--- config.mk ---
export PLATFORM = sky130hd
export DESIGN_NAME = tcpad_front
export DESIGN_NICKNAME = d
export VERILOG_FILES = /design/src/rtl/tcp_ack_division_tracker_defines.svh /design/src/rtl/tcpad_pkg.sv /design/src/rtl/tcpad_front.sv
export SDC_FILE = /design/constraint.sdc
export NUM_CORES = 1
export LEC_CHECK = 0
export ABC_AREA = 1
export BUFFER_PORTS_ARGS = -buffer_cell sky130_fd_sc_hd__clkbuf_2
export CAP_MARGIN = 15
export CORE_AREA = 2 2 84 86
export DETAILED_ROUTE_END_ITERATION = 10
export DIE_AREA = 0 0 86 88
export PLACE_DENSITY = 0.63
export SLEW_MARGIN = 25
export SYNTH_ARGS = -nofsm -noshare
export SYNTH_HDL_FRONTEND = slang
export SYNTH_SLANG_ARGS = --single-unit
export TNS_END_PERCENT = 100
--- constraint.sdc ---
create_clock -name vclk -period 0.8
set_clock_uncertainty 0.1 [all_clocks]
set_input_delay 0.08 -clock vclk [all_inputs]
set_output_delay 0.08 -clock vclk [all_outputs]
set_load 0.005 [all_outputs]
--- src/rtl/tcp_ack_division_tracker_defines.svh ---
// assertion macros for the tcp ack division tracker
// used by rtl modules that carry concurrent checks; no other dependencies
`ifndef TCP_ACK_DIVISION_TRACKER_DEFINES_SVH
`define TCP_ACK_DIVISION_TRACKER_DEFINES_SVH

// same-cycle implication
`define TCPAD_ASSERT_IMP(label, clk, rst, lhs, rhs) \
   label: assert property (@(posedge clk) disable iff (rst) (lhs) |-> (rhs)) \
      else $error("tcpad check failed");

// next-cycle implication
`define TCPAD_ASSERT_NXT(label, clk, rst, lhs, rhs) \
   label: assert property (@(posedge clk) disable iff (rst) (lhs) |=> (rhs)) \
      else $error("tcpad check failed");

`endif

--- src/rtl/tcpad_pkg.sv ---
// shared types and constants for the tcp ack division tracker
// no dependencies; imported by every rtl module of the block
package tcpad_pkg;

   localparam int INDEX_BITS = 16;
   localparam int SLOT_COUNT = 1 << INDEX_BITS;
   localparam int QUEUE_DEPTH = 2;
   localparam int QPTR_BITS = $clog2(QUEUE_DEPTH);
   localparam int QCNT_BITS = $clog2(QUEUE_DEPTH + 1);

   localparam logic [15:0] HASH_SEED = 16'hbeef;
   localparam logic [31:0] RECIP_THIRD = 32'haaaaaaab;
   localparam int THIRD_SHIFT = 33;

   localparam int CSR_INDEX_BITS = 1;
   localparam logic [CSR_INDEX_BITS-1:0] CSR_GAP_THRESHOLD = 1'd0;
   localparam logic [CSR_INDEX_BITS-1:0] CSR_SPLIT_LIMIT = 1'd1;
   localparam logic [31:0] GAP_THRESHOLD_RESET = 32'd1000;
   localparam logic [9:0] SPLIT_LIMIT_RESET = 10'd20;

   localparam logic [2:0] EV_NONE = 3'd0;
   localparam logic [2:0] EV_TRACKED = 3'd1;
   localparam logic [2:0] EV_OVERLAP = 3'd2;
   localparam logic [2:0] EV_CLOSED = 3'd3;
   localparam logic [2:0] EV_LIMIT = 3'd4;

   localparam logic [10:0] SPLIT_STEP = 11'd2;

   typedef struct packed {
      logic        eligible;
      logic [31:0] dest_address;
      logic [15:0] source_port;
      logic [15:0] dest_port;
      logic        syn_flag;
      logic        fin_flag;
      logic        rst_flag;
      logic        ack_flag;
      logic [31:0] ack_number;
   } req_type;

   typedef struct packed {
      logic        kind;
      logic [31:0] ack_value;
      logic [2:0]  event_res;
      logic        last;
   } rsp_type;

   typedef enum logic [1:0] {
      OP_PASS,
      OP_SYN,
      OP_CLOSE,
      OP_ACK
   } op_type;

   typedef struct packed {
      op_type                op;
      logic [INDEX_BITS-1:0] index;
      logic [31:0]           dest_address;
      logic [15:0]           source_port;
      logic [15:0]           dest_port;
      logic [31:0]           ack_number;
   } entry_type;

   typedef struct packed {
      logic        valid;
      logic [31:0] address;
      logic [15:0] src_port;
      logic [15:0] dst_port;
      logic [31:0] last_ack;
      logic        ack_seen;
      logic [10:0] split_count;
   } slot_type;

   typedef struct packed {
      logic [31:0] gap_threshold;
      logic [9:0]  split_limit;
   } csr_type;

   typedef struct packed {
      logic empty;
      logic full;
   } queue_status_type;

   typedef struct packed {
      logic clearing;
   } back_status_type;

   typedef enum logic [2:0] {
      ST_IDLE,
      ST_EVAL,
      ST_DIV,
      ST_INS1,
      ST_INS2,
      ST_ORIG
   } state_type;

endpackage

--- src/rtl/tcpad_front.sv ---
// front end: classifies an accepted header and hashes its tuple to a slot
// depends on tcpad_pkg
module tcpad_front (
   input  logic                accept,
   input  tcpad_pkg::req_type  req_item,
   output logic                push,
   output tcpad_pkg::entry_type entry
);
   import tcpad_pkg::*;

   logic [15:0] hash;
   op_type      op;

   assign hash = HASH_SEED ^ req_item.dest_address[31:16] ^ req_item.dest_address[15:0]
                 ^ req_item.source_port ^ req_item.dest_port;

   always_comb begin
      if (!req_item.eligible) begin
         op = OP_PASS;
      end else if (req_item.syn_flag) begin
         op = OP_SYN;
      end else if (req_item.fin_flag || req_item.rst_flag) begin
         op = OP_CLOSE;
      end else if (req_item.ack_flag) begin
         op = OP_ACK;
      end else begin
         op = OP_PASS;
      end
   end

   assign push = accept;
   assign entry.op = op;
   assign entry.index = hash[INDEX_BITS-1:0];
   assign entry.dest_address = req_item.dest_address;
   assign entry.source_port = req_item.source_port;
   assign entry.dest_port = req_item.dest_port;
   assign entry.ack_number = req_item.ack_number;

endmodule

Yosys cells after proc, flatten, opt, wreduce, memory -nomap -nowiden
Index checks and enable logic that the tools add are counted.

word-level totals
  word-level logic and storage cells = 9
  bits in registers = 0
  input port bits = 102

operators by class
  bitwise gates (word level) = 4
  reductions and logical operators = 1
  muxes and demuxes = 4

operator list
  operator            count
  16-bit bitwise XOR  3
  13-bit NOT          1
  2-bit two-way mux   4
  1-bit logical OR    1

Logic depth before layout (Yosys ltp)
Gate-level depths: netlist (run 1).

  depth after elaboration = 4
  gate-level depth with buffers = 6
  mapped depth without buffers = 6

Worst setup path before layout (run 1)
OpenSTA, ideal clock, no wires.

  path type = in2out
  from = in req_item[41] in the netlist's numbering
  to = out entry[101] in the netlist's numbering
  stages on the path = 6
  data arrival time = 0.379 ns
  setup slack = 0.241 ns
  path buffers = 0
  path through = inv_1 -> nand2_1 -> nand2_1 -> nand2_1 -> inv_1 -> nor2_1

RTL lines
  what         line              text
  from (decl)  tcpad_front.sv:5  input tcpad_pkg::req_type req_item,
  to (decl)    tcpad_front.sv:7  output tcpad_pkg::entry_type entry

==> flow_summary.json, run 1 <==
{
  "wl_per_cell_um": 9.40,
  "crit_path_top_delay_cell": "buf_2",
  "violations": "negative setup slack",
  "clock_buffer_count": 0,
  "hold_viol": 0,
  "vias": 1728,
  "seqCellArea_um2": 0,
  "slew_violations": 0,
  "syn-cell-area_mm2": 0.00158,
  "setup_viol": 3,
  "dieArea_mm2": 0.00757,
  "worstHoldPathType": "in -> out",
  "worstSetupStartpointType": "input port",
  "dp.final_hpwl_um": 3110,
  "drtIter0Drc": 13,
  "cp_data_arrival_time_ps": 620,
  "layoutNonFillerInstCount": 443,
  "ios": 217,
  "n_antenna_cell": 0,
  "path_buf_inv": 3,
  "syn2layout_area_growth_pct": 54.4,
  "crit_chain": "buf_8 > nand2_1 > nand2_2 > nand2_1 > inv_1 > nor2_1 > buf_2",
  "grt_pass1_wl_um": 4830,
  "gp_congestion": 0.746,
  "crit_start": "req_item[71]",
  "nets": 467,
  "die_x_um": 86,
  "slowest_delay_ps": 120,
  "fin_crit_ps": 803,
  "yosys_warnings": 0,
  "rsz0062_at_grt": "yes",
  "seq_cell_count": 0,
  "p_leak_nw": 1.56,
  "crit_type": "in -> out",
  "cp_top_family": "simple AND/OR/NAND/NOR gates",
  "drt-pass1-iter-count": 2,
  "vias_per_cell": 3.90,
  "crit_fanout": 3,
  "grt_overflow": 0,
  "end_kind": "primary output",
  "grt_usage_pct": 7.44,
  "grt_pass1_vias": 1237,
  "grt_antenna_before_repair": 0,
  "tns_ps": -7.09,
  "worstHoldStart": "req_item[14]",
  "worstMarginPinSlew_ps": 146,
  "pre_cts_ws_ps": -63.4,
  "rows": 30,
  "core_mm2": 0.00664,
  "yosysSeqAreaShare_pct": 0,
  "final_core_util_pct": 36.6,
  "synth_cell_type_count": 8,
  "syn_nets": 408,
  "routed_wl_um": 4160,
  "synthCells": 306,
  "initial_utilization_pct": 23.7,
  "powerDensity_mw_per_mm2": 554,
  "slew_headroom_pct": 90.2,
  "drc_errors": 0,
  "required_ps": 620,
  "clock.fmax_mhz": 1250,
  "status": "finished with violations",
  "setup_ws_ps": -2.84,
  "crit_top_cell": "nand2_1",
  "synth.avg_cell_area_um2": 5.15,
  "dp.cells": 443,
  "maxCapViolCount": 0,
  "ant_nets": 0,
  "drive_gt1_share_pct": 73.0,
  "io_buffer_count": 151,
  "peakVddDrop_uv": 242,
  "fin_crit_sh_pct": 100,
  "grt_max_degree": 4,
  "fp.dieH_um": 88
}
## cells in the final DEF, fill, tap and decap left out
cell and n:
nor2_2 5, nand2_4 2, inv_4 6, buf_4 5, nand2_1 46, nor2_4 1
xnor2_2 6, buf_2 14, buf_6 34, xor2_1 6, inv_1 22, nor3_1 2
a21oi_2 1, nand2_2 52, inv_2 38, buf_8 26, nor2_1 22, clkbuf_2 75
## Yosys cell counts
cell type | count | area share (%)
nor3_1 | 2 | 0.63
xnor2_1 | 6 | 3.3
nand2_1 | 100 | 24
xor2_1 | 6 | 3.3
inv_1 | 66 | 16
buf_4 | 97 | 46
nor2_1 | 28 | 6.7
a21oi_1 | 1 | 0.32
## timing repair
action,CTS,global route
hold buffers,0,0
gates resized for setup,7,262
endpoints found under the setup margin,10,17
setup buffers,0,0
pin swaps,2,101
## path summary, 6_finish.rpt
check                 cells after the start  slack, ps         to
worst max-delay path                      7         -3  entry[99]
worst min-delay path                      0         60  entry[14]
## stage by stage
step | total power [mW] | hold WS, ps | cell area [um^2]
after detailed placement | 0.931 | 60.0 | 1730
after CTS | 0.951 | 60.0 | 1760
final | 1.35 | 60.0 | 2430
after floorplan | 0.734 | 96.5 | 1580
after global routing | 1.49 | 60.0 | 2430
after global placement | 0.910 | 60.0 | 1730
## final cells by class
type,count,area (um^2)
inverter,66,263
tap,80,100
timing repair buffer,154,1260
multi-input combinational,143,815
fill,713,4210
## per-layer routing
metal / GRT usage [%] / up-vias / part of all wire [%]
li1: - / 879 / -
met1: 7.59 / 725 / 30
met2: 15.6 / 108 / 58
met3: 1.13 / 16 / 10
met4: 1.59 / 0 / 2.4
met5: 0 / - / 0
## where the power goes
part	switching, mW	internal [mW]	leakage (nW)
clock	0	0	0
sequential	0	0	0
combinational	0.581	0.767	1.56
total	0.581	0.767	1.56
## cells by family (layout without fill, tap and decap cells)
| kind of cell | Yosys count | count (layout) | synth area share [%] |
|---|---|---|---|
| buffers and inverters | 163 | 220 | 61.9 |
| AND/OR/NAND/NOR | 130 | 130 | 31.1 |
| XOR/XNOR | 12 | 12 | 6.67 |
| AO/OA/AOI/OAI | 1 | 1 | 0.317 |
Power figures use the tool's default switching activity.
==> inputs of run 2 (changes only) <==
--- a/config.mk
+++ b/config.mk
@@ -12,6 +12,7 @@
 export DETAILED_ROUTE_END_ITERATION = 10
 export DIE_AREA = 0 0 86 88
 export PLACE_DENSITY = 0.63
+export RECOVER_POWER = 100
 export SLEW_MARGIN = 25
 export SYNTH_ARGS = -nofsm -noshare
 export SYNTH_HDL_FRONTEND = slang
==> flow_summary.json, run 2 (synthesis results as in run 1) <==
{
  "routed_wl_um": 4170,
  "powerDensity_mw_per_mm2": 554,
  "layoutNonFillerInstCount": 443,
  "clock.fmax_mhz": 1180,
  "rows": 30,
  "grt_usage_pct": 7.44,
  "final_cell_area_mm2": 0.00241,
  "path_buf_inv": 4,
  "cp_top_family": "buffers and inverters",
  "drt-pass1-iter-count": 2,
  "setup_ws_ps": -49.2,
  "required_ps": 620,
  "fillers": 715,
  "ant_nets": 0,
  "core_mm2": 0.00664,
  "crit_path_top_delay_cell": "clkbuf_1",
  "seq_cell_count": 0,
  "gp_congestion": 0.746,
  "switchingPower_mw": 0.581,
  "grt_pass1_vias": 1237,
  "violations": "negative setup slack",
  "crit_chain": "clkbuf_1 > inv_2 > nand2_2 > nand2_2 > nand2_1 > inv_1 > nor2_1 > buf_2",
  "rsz0062_at_grt": "yes",
  "placedInstanceArea_mm2": 0.00173,
  "worstSetupStartpointType": "input port",
  "cts_setup_buffers": 0,
  "drc_errors": 0,
  "dieArea_mm2": 0.00757,
  "layout_common_cells": "clkbuf_2, nand2_2, nand2_1, inv_2, buf_6",
  "pwr-share-comb_pct": 100.0,
  "cp_data_arrival_time_ps": 670,
  "initial_utilization_pct": 23.7,
  "seqCellArea_um2": 0,
  "grt_antenna_before_repair": 0,
  "ios": 217,
  "io_buffer_count": 151,
  "slew_headroom_pct": 89.0,
  "die_x_um": 86,
  "end_kind": "primary output",
  "final_core_util_pct": 36.3,
  "min_to": "entry[14]",
  "wl_per_cell_um": 9.41,
  "slew_violations": 0,
  "cts_hold_buf": 0,
  "status": "finished with violations",
  "syn2layout_area_growth_pct": 53.2,
  "setup_viol": 4,
  "fin_crit_ps": 849,
  "vias_per_cell": 3.90,
  "power_mw": 1.34,
  "worstHoldStart": "req_item[14]",
  "pre_cts_ws_ps": -63.4,
  "maxCapViolCount": 0,
  "worstMarginPinSlew_ps": 165,
  "grt_max_degree": 4,
  "drive_gt1_share_pct": 71.6,
  "worstHoldPathType": "in -> out",
  "clock_buffer_count": 0,
  "intPower_mw": 0.757,
  "peakVddDrop_uv": 242,
  "p_clk_share_pct": 0,
  "whs_path_depth": 0,
  "hold_viol": 0,
  "p_sw_share_pct": 43.4,
  "nets": 467,
  "slowest_delay_ps": 150,
  "fp.dieH_um": 88,
  "dp.cells": 443,
  "fin_crit_sh_pct": 106,
  "multi_input_area_um2": 815,
  "vias": 1728,
  "grt_overflow": 0,
  "final_common_cell": "clkbuf_2",
  "p_seq_share_pct": 0,
  "crit_top_cell": "nand2_2",
  "crit_fanout": 3,
  "crit_type": "in -> out",
  "dp.final_hpwl_um": 3110,
  "n_antenna_cell": 0,
  "drtIter0Drc": 14,
  "p_leak_nw": 1.54,
  "grt_pass1_wl_um": 4830
}
[run 2: layer usage]
layer / part of all wire, % / GRT usage [%] / vias up
met4: 2.4 / 1.59 / 0
met3: 10 / 1.13 / 16
met5: 0 / 0 / -
met1: 30 / 7.59 / 725
li1: - / - / 879
met2: 58 / 15.6 / 108
[run 2: through the flow]
step / TNS [ps] / hold WS, ps
final: -56.3 / 60.0
after global routing: -707 / 60.0
after CTS: -179 / 60.0
after detailed placement: -242 / 60.0
after global placement: -107 / 60.0
after floorplan: 0 / 96.5
[run 2: cell type report]
class / instances / share of cell area (%)
multi-input cells: 143 / 33.7
well taps: 80 / 4.15
repair buffers: 154 / 51.2
inverters: 66 / 10.9
[run 2: repair_timing]
| action | 4_1_cts | 5_1_grt |
|---|---|---|
| gates resized for setup | 7 | 262 |
| hold endpoints to repair | 0 | 0 |
| pin swaps | 2 | 101 |
| endpoints found under the setup margin | 10 | 17 |
[run 2: power by group through the flow]
| stage | Sequential (mW) | Clock (mW) | Combinational (mW) |
|---|---|---|---|
| 2_1_floorplan | 0 | 0 | 0.734 |
| 3_3_place_gp | 0 | 0 | 0.910 |
| 3_5_place_dp | 0 | 0 | 0.931 |
| 4_1_cts | 0 | 0 | 0.951 |
| 5_1_grt | 0 | 0 | 1.48 |
| 6_report | 0 | 0 | 1.34 |
[run 2: worst max-delay path by stage]
stage                            start    endpoint  depth (start not counted)
after floorplan           req_item[41]  entry[101]                          6
after global placement    req_item[36]   entry[96]                          8
after detailed placement  req_item[69]   entry[97]                          8
after CTS                 req_item[69]   entry[97]                          8
after global routing      req_item[79]  entry[107]                          8
final                     req_item[95]  entry[107]                          8
