`src/rtl/tcp_ack_division_tracker_defines.svh`:
```
// assertion macros for the tcp ack division tracker
// used by rtl modules that carry concurrent checks; no other dependencies
`ifndef TCP_ACK_DIVISION_TRACKER_DEFINES_SVH
`define TCP_ACK_DIVISION_TRACKER_DEFINES_SVH

// same-cycle implication
`define TCPAD_ASSERT_IMP(label, clk, rst, lhs, rhs) \
   label: assert property (@(posedge clk) disable iff (rst) (lhs) |-> (rhs)) \
      else $error("tcpad check failed");

// next-cycle implication
`define TCPAD_ASSERT_NXT(label, clk, rst, lhs, rhs) \
   label: assert property (@(posedge clk) disable iff (rst) (lhs) |=> (rhs)) \
      else $error("tcpad check failed");

`endif

```
`src/rtl/tcpad_pkg.sv`:
```
// shared types and constants for the tcp ack division tracker
// no dependencies; imported by every rtl module of the block
package tcpad_pkg;

   localparam int INDEX_BITS = 16;
   localparam int SLOT_COUNT = 1 << INDEX_BITS;
   localparam int QUEUE_DEPTH = 2;
   localparam int QPTR_BITS = $clog2(QUEUE_DEPTH);
   localparam int QCNT_BITS = $clog2(QUEUE_DEPTH + 1);

   localparam logic [15:0] HASH_SEED = 16'hbeef;
   localparam logic [31:0] RECIP_THIRD = 32'haaaaaaab;
   localparam int THIRD_SHIFT = 33;

   localparam int CSR_INDEX_BITS = 1;
   localparam logic [CSR_INDEX_BITS-1:0] CSR_GAP_THRESHOLD = 1'd0;
   localparam logic [CSR_INDEX_BITS-1:0] CSR_SPLIT_LIMIT = 1'd1;
   localparam logic [31:0] GAP_THRESHOLD_RESET = 32'd1000;
   localparam logic [9:0] SPLIT_LIMIT_RESET = 10'd20;

   localparam logic [2:0] EV_NONE = 3'd0;
   localparam logic [2:0] EV_TRACKED = 3'd1;
   localparam logic [2:0] EV_OVERLAP = 3'd2;
   localparam logic [2:0] EV_CLOSED = 3'd3;
   localparam logic [2:0] EV_LIMIT = 3'd4;

   localparam logic [10:0] SPLIT_STEP = 11'd2;

   typedef struct packed {
      logic        eligible;
      logic [31:0] dest_address;
      logic [15:0] source_port;
      logic [15:0] dest_port;
      logic        syn_flag;
      logic        fin_flag;
      logic        rst_flag;
      logic        ack_flag;
      logic [31:0] ack_number;
   } req_type;

   typedef struct packed {
      logic        kind;
      logic [31:0] ack_value;
      logic [2:0]  event_res;
      logic        last;
   } rsp_type;

   typedef enum logic [1:0] {
      OP_PASS,
      OP_SYN,
      OP_CLOSE,
      OP_ACK
   } op_type;

   typedef struct packed {
      op_type                op;
      logic [INDEX_BITS-1:0] index;
      logic [31:0]           dest_address;
      logic [15:0]           source_port;
      logic [15:0]           dest_port;
      logic [31:0]           ack_number;
   } entry_type;

   typedef struct packed {
      logic        valid;
      logic [31:0] address;
      logic [15:0] src_port;
      logic [15:0] dst_port;
      logic [31:0] last_ack;
      logic        ack_seen;
      logic [10:0] split_count;
   } slot_type;

   typedef struct packed {
      logic [31:0] gap_threshold;
      logic [9:0]  split_limit;
   } csr_type;

   typedef struct packed {
      logic empty;
      logic full;
   } queue_status_type;

   typedef struct packed {
      logic clearing;
   } back_status_type;

   typedef enum logic [2:0] {
      ST_IDLE,
      ST_EVAL,
      ST_DIV,
      ST_INS1,
      ST_INS2,
      ST_ORIG
   } state_type;

endpackage

```
`src/rtl/tcpad_queue.sv`:
```
// short transaction queue between the front end and the table engine
// depends on tcpad_pkg
module tcpad_queue (
   input  logic                         clock,
   input  logic                         reset,
   input  logic                         push,
   input  tcpad_pkg::entry_type         push_entry,
   input  logic                         pop,
   output tcpad_pkg::entry_type         head,
   output tcpad_pkg::queue_status_type  status
);
   import tcpad_pkg::*;

   entry_type            slots_ff [QUEUE_DEPTH];
   logic [QPTR_BITS-1:0] wr_ptr_ff, wr_ptr_in;
   logic [QPTR_BITS-1:0] rd_ptr_ff, rd_ptr_in;
   logic [QCNT_BITS-1:0] count_ff, count_in;

   always_comb begin
      wr_ptr_in = wr_ptr_ff;
      rd_ptr_in = rd_ptr_ff;
      count_in = count_ff;
      if (push) begin
         wr_ptr_in = (wr_ptr_ff == QPTR_BITS'(QUEUE_DEPTH - 1)) ? '0 : wr_ptr_ff + 1'b1;
      end
      if (pop) begin
         rd_ptr_in = (rd_ptr_ff == QPTR_BITS'(QUEUE_DEPTH - 1)) ? '0 : rd_ptr_ff + 1'b1;
      end
      if (push && !pop) begin
         count_in = count_ff + 1'b1;
      end else if (pop && !push) begin
         count_in = count_ff - 1'b1;
      end
   end

   always_ff @(posedge clock) begin
      if (reset) begin
         wr_ptr_ff <= '0;
         rd_ptr_ff <= '0;
         count_ff <= '0;
      end else begin
         wr_ptr_ff <= wr_ptr_in;
         rd_ptr_ff <= rd_ptr_in;
         count_ff <= count_in;
      end
   end

   always_ff @(posedge clock) begin
      if (push) begin
         slots_ff[wr_ptr_ff] <= push_entry;
      end
   end

   assign head = slots_ff[rd_ptr_ff];
   assign status.empty = (count_ff == '0);
   assign status.full = (count_ff == QCNT_BITS'(QUEUE_DEPTH));

endmodule

```
`config.mk`:
```
export PLATFORM = sky130hd
export DESIGN_NAME = tcpad_queue
export DESIGN_NICKNAME = d
export VERILOG_FILES = /design/src/rtl/tcp_ack_division_tracker_defines.svh /design/src/rtl/tcpad_pkg.sv /design/src/rtl/tcpad_queue.sv
export SDC_FILE = /design/constraint.sdc
export NUM_CORES = 1
export LEC_CHECK = 0
export ABC_CLOCK_PERIOD_IN_PS = 6200
export BUFFER_PORTS_ARGS = -buffer_cell sky130_fd_sc_hd__buf_4
export CORE_ASPECT_RATIO = 1.1
export CORE_MARGIN = 5
export CORE_UTILIZATION = 47
export DETAILED_ROUTE_END_ITERATION = 12
export GPL_ROUTABILITY_DRIVEN = 0
export GPL_TIMING_DRIVEN = 0
export MAX_ROUTING_LAYER = met4
export PLACE_DENSITY = 0.75
export SYNTH_ARGS = -nofsm -noshare
export SYNTH_HDL_FRONTEND = slang
export SYNTH_SLANG_ARGS = --single-unit
export TNS_END_PERCENT = 10
```
`constraint.sdc`:
```
create_clock -name clock -period 6.2 [get_ports clock]
set_input_delay 0.31 -clock clock [delete_from_list [all_inputs] [get_ports clock]]
set_output_delay 0.31 -clock clock [all_outputs]
set_load 0.05 [all_outputs]
```
## Word level (Yosys, flattened, before mapping)

Memory sizes are Yosys's and may differ from the RTL's. A register that Yosys moved wholly into a read port is not among the register bits.
Index checks and enable logic that the tools add are counted.

| cells by class | value |
|---|---|
| $add $sub $neg | 4 |
| equal/unequal tests | 1 |
| muxes and demuxes | 8 |
| reduce and logical (&&, ||, !) cells | 6 |

Operators by type and width:

| cell | number |
|---|---|
| 1-bit two-way mux | 6 |
| 2-bit two-way mux | 2 |
| 1-bit adder (second input constant) | 2 |
| 2-bit by 1-bit adder with 2-bit output (second input constant) | 1 |
| 2-bit equality test (second input constant) | 1 |
| 1-bit logical AND | 2 |
| 1-bit zero test | 2 |
| 2-bit zero test | 1 |
| 2-bit nonzero test | 1 |
| 2-bit by 1-bit subtractor with 2-bit output (second input constant) | 1 |

| word-level totals | value |
|---|---|
| register bits | 4 |
| RAM bits | 228 |
| input bits | 118 |
| output and inout port bits | 116 |
| logic and storage cells | 23 |
| memories | 1 |

Memories:

| name | words | width | rd ports | clocked after memory_dff | write ports | RTL line | RTL |
|---|---|---|---|---|---|---|---|
| slots_ff | 2 | 114 | 1 | 1 | 1 | tcpad_queue.sv:14 | `entry_type slots_ff [QUEUE_DEPTH];` |

## Depth between registers and ports, before layout

Gate-level depths: netlist (run 1).

| logic depth | value |
|---|---|
| depth in word-level cells | 4 |
| depth in mapped cells | 5 |
| gate-level depth less buffers | 5 |

## Least setup slack after synthesis (run 1)

Ideal clock, no wire load.

| timing | value |
|---|---|
| path type | reg2reg |
| start | reg wr_ptr_ff |
| end | mem slots_ff[0][0] (netlist name), enable pin |
| setup time | 602 ps |
| data arrival time | 5,370 ps |
| required time | 5,598 ps |
| path slack | 228 ps |
| cell stages (with the launch flop) | 2 |
| buffers on the path | 0 |
| clock period less this slack | 5,972 ps |
| cell sequence | dfxtp_1 > nor2b_1 |

RTL lines:

| item | RTL line | RTL |
|---|---|---|
| from (decl) | tcpad_queue.sv:15 | `logic [QPTR_BITS-1:0] wr_ptr_ff, wr_ptr_in;` |
| from (signal assigned) | tcpad_queue.sv:42 | `wr_ptr_ff <= wr_ptr_in;` |
| to (decl) | tcpad_queue.sv:14 |  |

No word-level cell before the write port.

==> impl_metrics.tcl, run 1 <==
set metrics [dict create \
    clk_latency_ns 0.49 \
    finalHoldViolCount 0 \
    synth_area_um2 8680 \
    path_class "reg2out" \
    core-area_um2 18300 \
    netlist_instances 377 \
    synth_seq_cells 233 \
    fin_cells 1014 \
    num_rows 52 \
    cts.sinks 233 \
    die_area_um2 21300 \
    critPathCaptureType "output port" \
    outcome "finished clean" \
    hold_ws_ns 0.0879 \
    worst_pin_slew_ns 0.828 \
    routed_via_density 4.73 \
    fin_skew_ns 0.00455 \
    netlist.area_leader.share_pct 78.9 \
    clk_path_buf_depth 3 \
    start_util_pct 47.5 \
    path_clk_slew_ns 0.06 \
    yosys-top-cells-area "edfxtp_1, mux2_4, mux2_2, dfxtp_1, buf_6" \
    grt_pass1_vias 5439 \
    dp_hpwl_um 11400 \
    cts-buffers-inserted 23 \
    fin_ws_ns 4.07 \
    syn2layout_area_growth_pct 46.9 \
    crit_fanout 10 \
    wl_um 18700 \
    cts_resized 0 \
    synth_fp_nets 496 \
    layout.nets 873 \
    avgRoutedWirePerCell_um 18.4 \
    post-route-drc-count 0 \
    h-tree-depth 1 \
    drtPass1Iterations 4 \
    yosys_warnings 0 \
    grt_usage_pct 17.6 \
    overflow 0 \
    worstPathArrival_ns 1.82 \
    powerDensity_nw_per_um2 320 \
    post_cts_buffers 0 \
    required_ns 5.89 \
    yosys.area.top_type "edfxtp_1" \
    setup_viol 0 \
    dp.cells 857 \
    slew_headroom_pct 44.7 \
    antenna_found_initial 2 \
    ioPinCount 234 \
    power_mw 4.08 \
    grt_max_degree 63 \
    die_w_um 140 \
    rsz0062_at_grt "no" \
    fmax_mhz 469 \
    drt_iter0_markers 176 \
    preCtsSetupSlack_ns 4.15 \
    ys_types 17 \
    period_share_pct 34.4 \
    tritoncts "built" \
    grt_pass1_wl_um 29100 \
    drtAntennaViolNets 0 \
    vias 4797 \
    io_buffers 233 \
    maxCapViolations 0 \
    die_h_um 153 \
    p_leak_nw 4.98 \
    seq_area_frac_synth_pct 80.0 \
    ctsHoldBuffers 115 \
    period_needed_ns 2.13 \
    tns_ns 0 \
    syn_area_per_cell_um2 23.0 \
    maxSlewViolCount 0 \
    drive_gt1_share_pct 52.4 \
    hold_path_class "in2reg" \
    ir_drop_uv 277 \
    startpoint_type "flop" \
    clockRootBuffer "clkbuf_16" \
]
[sequential cells by signal (all words and copies together), names as in the netlist, named ones only]
register,cells
slots_ff,228
count_ff,2
rd_ptr_ff,1
wr_ptr_ff,1
[cells by family (layout without fill, tap and decap cells)]
logic type	Yosys count	after routing	synth area share, %
other	0	2	0
and+or+nand+nor	9	9	0.505
xor gates and xnor gates	4	4	0.404
muxes	114	114	17.4
buffers and inverters	14	406	1.41
AOI/OAI and AO/OA	2	2	0.115
adders and majority gates	1	1	0.144
DFF	233	233	80.0
[critical path, stage by stage, from the launching register on]
cell and delay (ns):
dfxtp_1 0.32, buf_6 0.13, buf_8 0.16, buf_6 0.19, mux2_4 0.33, buf_4 0.19
[layout by cell type (no fill, tap or decap), types with 2 or more instances in the layout]
cell / netlist / final
buf_12: 0 / 3
buf_2: 5 / 5
buf_4: 0 / 233
buf_6: 7 / 7
bufinv_16: 0 / 4
clkbuf_16: 0 / 23
clkinv_1: 0 / 3
clkinv_2: 0 / 8
dfxtp_1: 5 / 5
diode_2: 0 / 2
dlygate4sd3_1: 0 / 115
edfxtp_1: 228 / 228
mux2_2: 54 / 54
mux2_4: 60 / 60
nor2_1: 5 / 5
xnor2_1: 2 / 2
xor2_1: 2 / 2
[power breakdown]
part | internal [mW] | switching [mW]
Combinational | 0.331 | 0.494
Sequential | 1.84 | 0.0249
Clock | 0.842 | 0.553
[synth_stat cells]
| library cell | instances |
|---|---|
| a21oi_1 | 1 |
| and2_1 | 1 |
| buf_2 | 5 |
| buf_6 | 7 |
| buf_8 | 1 |
| dfxtp_1 | 5 |
| edfxtp_1 | 228 |
| ha_1 | 1 |
| inv_1 | 1 |
| mux2_2 | 54 |
| mux2_4 | 60 |
| nor2_1 | 5 |
| nor2b_1 | 2 |
| o21ai_0 | 1 |
| or3_1 | 1 |
| xnor2_1 | 2 |
| xor2_1 | 2 |
[final timing paths]
check | cells past startpoint | to | slack [ns] | start
hold / removal | 3 | rd_ptr_ff | 0.09 | pop
hold reg to reg | 2 | rd_ptr_ff | 0.52 | rd_ptr_ff
setup reg to reg | 3 | slots_ff[0][80] | 4.30 | wr_ptr_ff
setup / recovery | 5 | head[91] | 4.07 | flop
[stage by stage]
stage,utilization [%],area [um^2]
2_1_floorplan,-,8680
3_3_place_gp,58.7,10700
3_5_place_dp,59.2,10800
4_1_cts,69.7,12700
5_1_grt,69.7,12700
6_report,69.7,12700
[cell type report]
cell class	count	area, um^2
antenna	2	5.00
fill	1130	5530
timing repair buffer	352	2990
tap	243	304
multi-input combinational	130	1620
clock inverter	17	188
buffer	13	119
clock buffer	23	576
sequential	233	6950
inverter	1	3.75
[per-layer routing]
metal / routed length (um) / GRT usage [%] / share of wire (%) / vias up
li1: - / - / - / 2246
met1: 7190 / 20.5 / 38 / 2337
met2: 9790 / 30.5 / 52 / 178
met3: 1210 / 4.21 / 6.5 / 36
met4: 495 / 5.31 / 2.6 / 0
met5: 0 / - / 0 / -
No activity file was read; power rests on OpenSTA's default activity.
==> run 2: changes to the inputs <==
--- a/config.mk
+++ b/config.mk
@@ -5,16 +5,16 @@
 export SDC_FILE = /design/constraint.sdc
 export NUM_CORES = 1
 export LEC_CHECK = 0
-export ABC_CLOCK_PERIOD_IN_PS = 6200
+export ABC_CLOCK_PERIOD_IN_PS = 2100
 export BUFFER_PORTS_ARGS = -buffer_cell sky130_fd_sc_hd__buf_4
 export CORE_ASPECT_RATIO = 1.1
 export CORE_MARGIN = 5
-export CORE_UTILIZATION = 47
+export CORE_UTILIZATION = 52
 export DETAILED_ROUTE_END_ITERATION = 12
 export GPL_ROUTABILITY_DRIVEN = 0
 export GPL_TIMING_DRIVEN = 0
 export MAX_ROUTING_LAYER = met4
-export PLACE_DENSITY = 0.75
+export PLACE_DENSITY = 0.79
 export SYNTH_ARGS = -nofsm -noshare
 export SYNTH_HDL_FRONTEND = slang
 export SYNTH_SLANG_ARGS = --single-unit
==> constraint.sdc (replaced) <==
create_clock -name clock -period 2.1 [get_ports clock]
set_input_delay 0.105 -clock clock [delete_from_list [all_inputs] [get_ports clock]]
set_output_delay 0.105 -clock clock [all_outputs]
set_load 0.05 [all_outputs]
==> run 2 against run 1 <==
Global-route usage increased by 2.4 points. Count of clock-buffer cells in the layout increased by 9. Design area fell by 0.52%. Sequential cell count stayed put.
==> impl_metrics.tcl, run 2 (synthesis results as in run 1) <==
set metrics [dict create \
    dp.cells 819 \
    clk_latency_ns 0.51 \
    grt_pass1_wl_um 29800 \
    whs_endpoint "count_ff[0]" \
    p_int_mw 8.59 \
    hold_depth 4 \
    fin_cells 980 \
    dp_hpwl_um 11800 \
    core-area_um2 16400 \
    swShare_pct 27.2 \
    outcome "finished clean" \
    cts_resized 0 \
    maxCapViolations 0 \
    post-route-drc-count 0 \
    ctsHoldBuffers 117 \
    layout_commonest_cell "buf_4" \
    rr_worst_depth 2 \
    p_seq_share_pct 46.7 \
    final_util_pct 77.5 \
    largest_reg_flops 228 \
    worstPathArrival_ns 1.82 \
    path_clk_slew_ns 0.06 \
    period_share_pct 91.8 \
    die_area_um2 19400 \
    drtAntennaViolNets 0 \
    hold_path_class "in2reg" \
    fin_skew_ns 0.0137 \
    reg_top3 "slots_ff (228), count_ff (2)" \
    grt_pass1_vias 5474 \
    avgRoutedWirePerCell_um 19.9 \
    powerDensity_nw_per_um2 930 \
    grt_usage_pct 20.0 \
    finalHoldViolCount 0 \
    ioPinCount 234 \
    cp_common_cell "buf_6" \
    io_buffers 233 \
    switching_power_mw 3.20 \
    maxSlewViolCount 0 \
    preCtsSetupSlack_ns 0.308 \
    path_class "reg2out" \
    critPathCaptureType "output port" \
    overflow 0 \
    routed.top_layer "met4" \
    layout.nets 877 \
    min_from "push" \
    num-fill-cells 849 \
    cts-buffers-inserted 24 \
    vias 4922 \
    worst_pin_slew_ns 0.752 \
    fin_ws_ns 0.172 \
    crit_path_top_delay_cell "dfxtp_1" \
    drt_iter0_markers 238 \
    wl_um 19500 \
    ir_drop_uv 823 \
    rr_startpoint "wr_ptr_ff" \
    final_cell_mix "buf_4, edfxtp_1, dlygate4sd3_1, mux2_4, mux2_2" \
    crit_fanout 10 \
    routed_via_density 5.02 \
    rsz0062_at_grt "no" \
    syn2layout_area_growth_pct 46.1 \
    wl_met1_um 7640 \
    start_util_pct 53.0 \
    clk_path_buf_depth 3 \
    drtPass1Iterations 4 \
    slew_headroom_pct 49.9 \
    wl_met2_um 10100 \
    drive_gt1_share_pct 51.5 \
    clockRootBuffer "clkbuf_16" \
    largest-register "slots_ff" \
    path_cells "buf_6 -> buf_8 -> buf_6 -> mux2_4 -> buf_4" \
    tritoncts "built" \
    die_w_um 133 \
    fmax_mhz 519 \
    antenna_found_initial 1 \
    hold_ws_ns 0.0798 \
    timing.rr.end "slots_ff[1][109]" \
    p_leak_nw 4.97 \
    cts.sinks 233 \
    num_rows 49 \
    die_h_um 146 \
    grt_max_degree 65 \
    r2r_slack_ns 0.34 \
    period_needed_ns 1.93 \
    power_mw 11.8 \
    clkPwrFrac_pct 32.5 \
    required_ns 2.00 \
    crit_path_max_incr_delay_ns 0.32 \
    setup_viol 0 \
    route.met3.wl_um 1360 \
    post_cts_buffers 0 \
    h-tree-depth 1 \
    startpoint_type "flop" \
    p_comb_share_pct 20.9 \
]
-- run 2: final cells by class --
cell class | count | area [um^2] | area share, %
sequential | 233 | 6950 | 54.8
clock buffer | 32 | 652 | 5.14
tap | 204 | 255 | 2.01
buffer | 13 | 119 | 0.937
timing repair buffer | 355 | 3030 | 23.9
inverter | 1 | 3.75 | 0.0296
multi-input combinational | 130 | 1620 | 12.8
antenna | 1 | 2.50 | 0.0197
clock inverter | 11 | 55.1 | 0.434
-- run 2: how the worst max path moves through the flow --
stage,startpoint,to
finish,flop,head[93]
global route,flop,head[68]
CTS,flop,head[68]
detailed placement,wr_ptr_ff,slots_ff[1][107]
global placement,wr_ptr_ff,slots_ff[0][60]
floorplan,wr_ptr_ff,slots_ff[0][0]
-- run 2: per-stage QoR --
| step | setup TNS, ns | area, um^2 |
|---|---|---|
| 6_report | 0 | 12700 |
| 5_1_grt | 0 | 12700 |
| 4_1_cts | 0 | 12700 |
| 3_5_place_dp | 0 | 10800 |
| 3_3_place_gp | -224.93 | 10700 |
| 2_1_floorplan | -52.29 | 8690 |
-- run 2: per-layer routing --
layer | up-vias | GRT usage (%)
li1 | 2259 | -
met1 | 2418 | 24.0
met2 | 211 | 34.2
met3 | 34 | 4.77
met4 | 0 | 4.84
met5 | - | -
-- run 2: power groups by stage --
stage | sequential, mW | clock, mW | combinational, mW
2_1_floorplan | 5.59 | 0 | 1.53
3_3_place_gp | 5.60 | 0 | 2.20
3_5_place_dp | 5.60 | 0 | 2.27
4_1_cts | 5.50 | 3.90 | 2.46
5_1_grt | 5.53 | 4.10 | 2.56
6_report | 5.51 | 3.83 | 2.46
-- run 2: worst max-delay path, delay by kind of cell, from the launching register on --
| family | cells | cell delay [ns] |
|---|---|---|
| DFF | 1 | 0.32 |
| muxes | 1 | 0.32 |
| buffers and inverters | 4 | 0.69 |
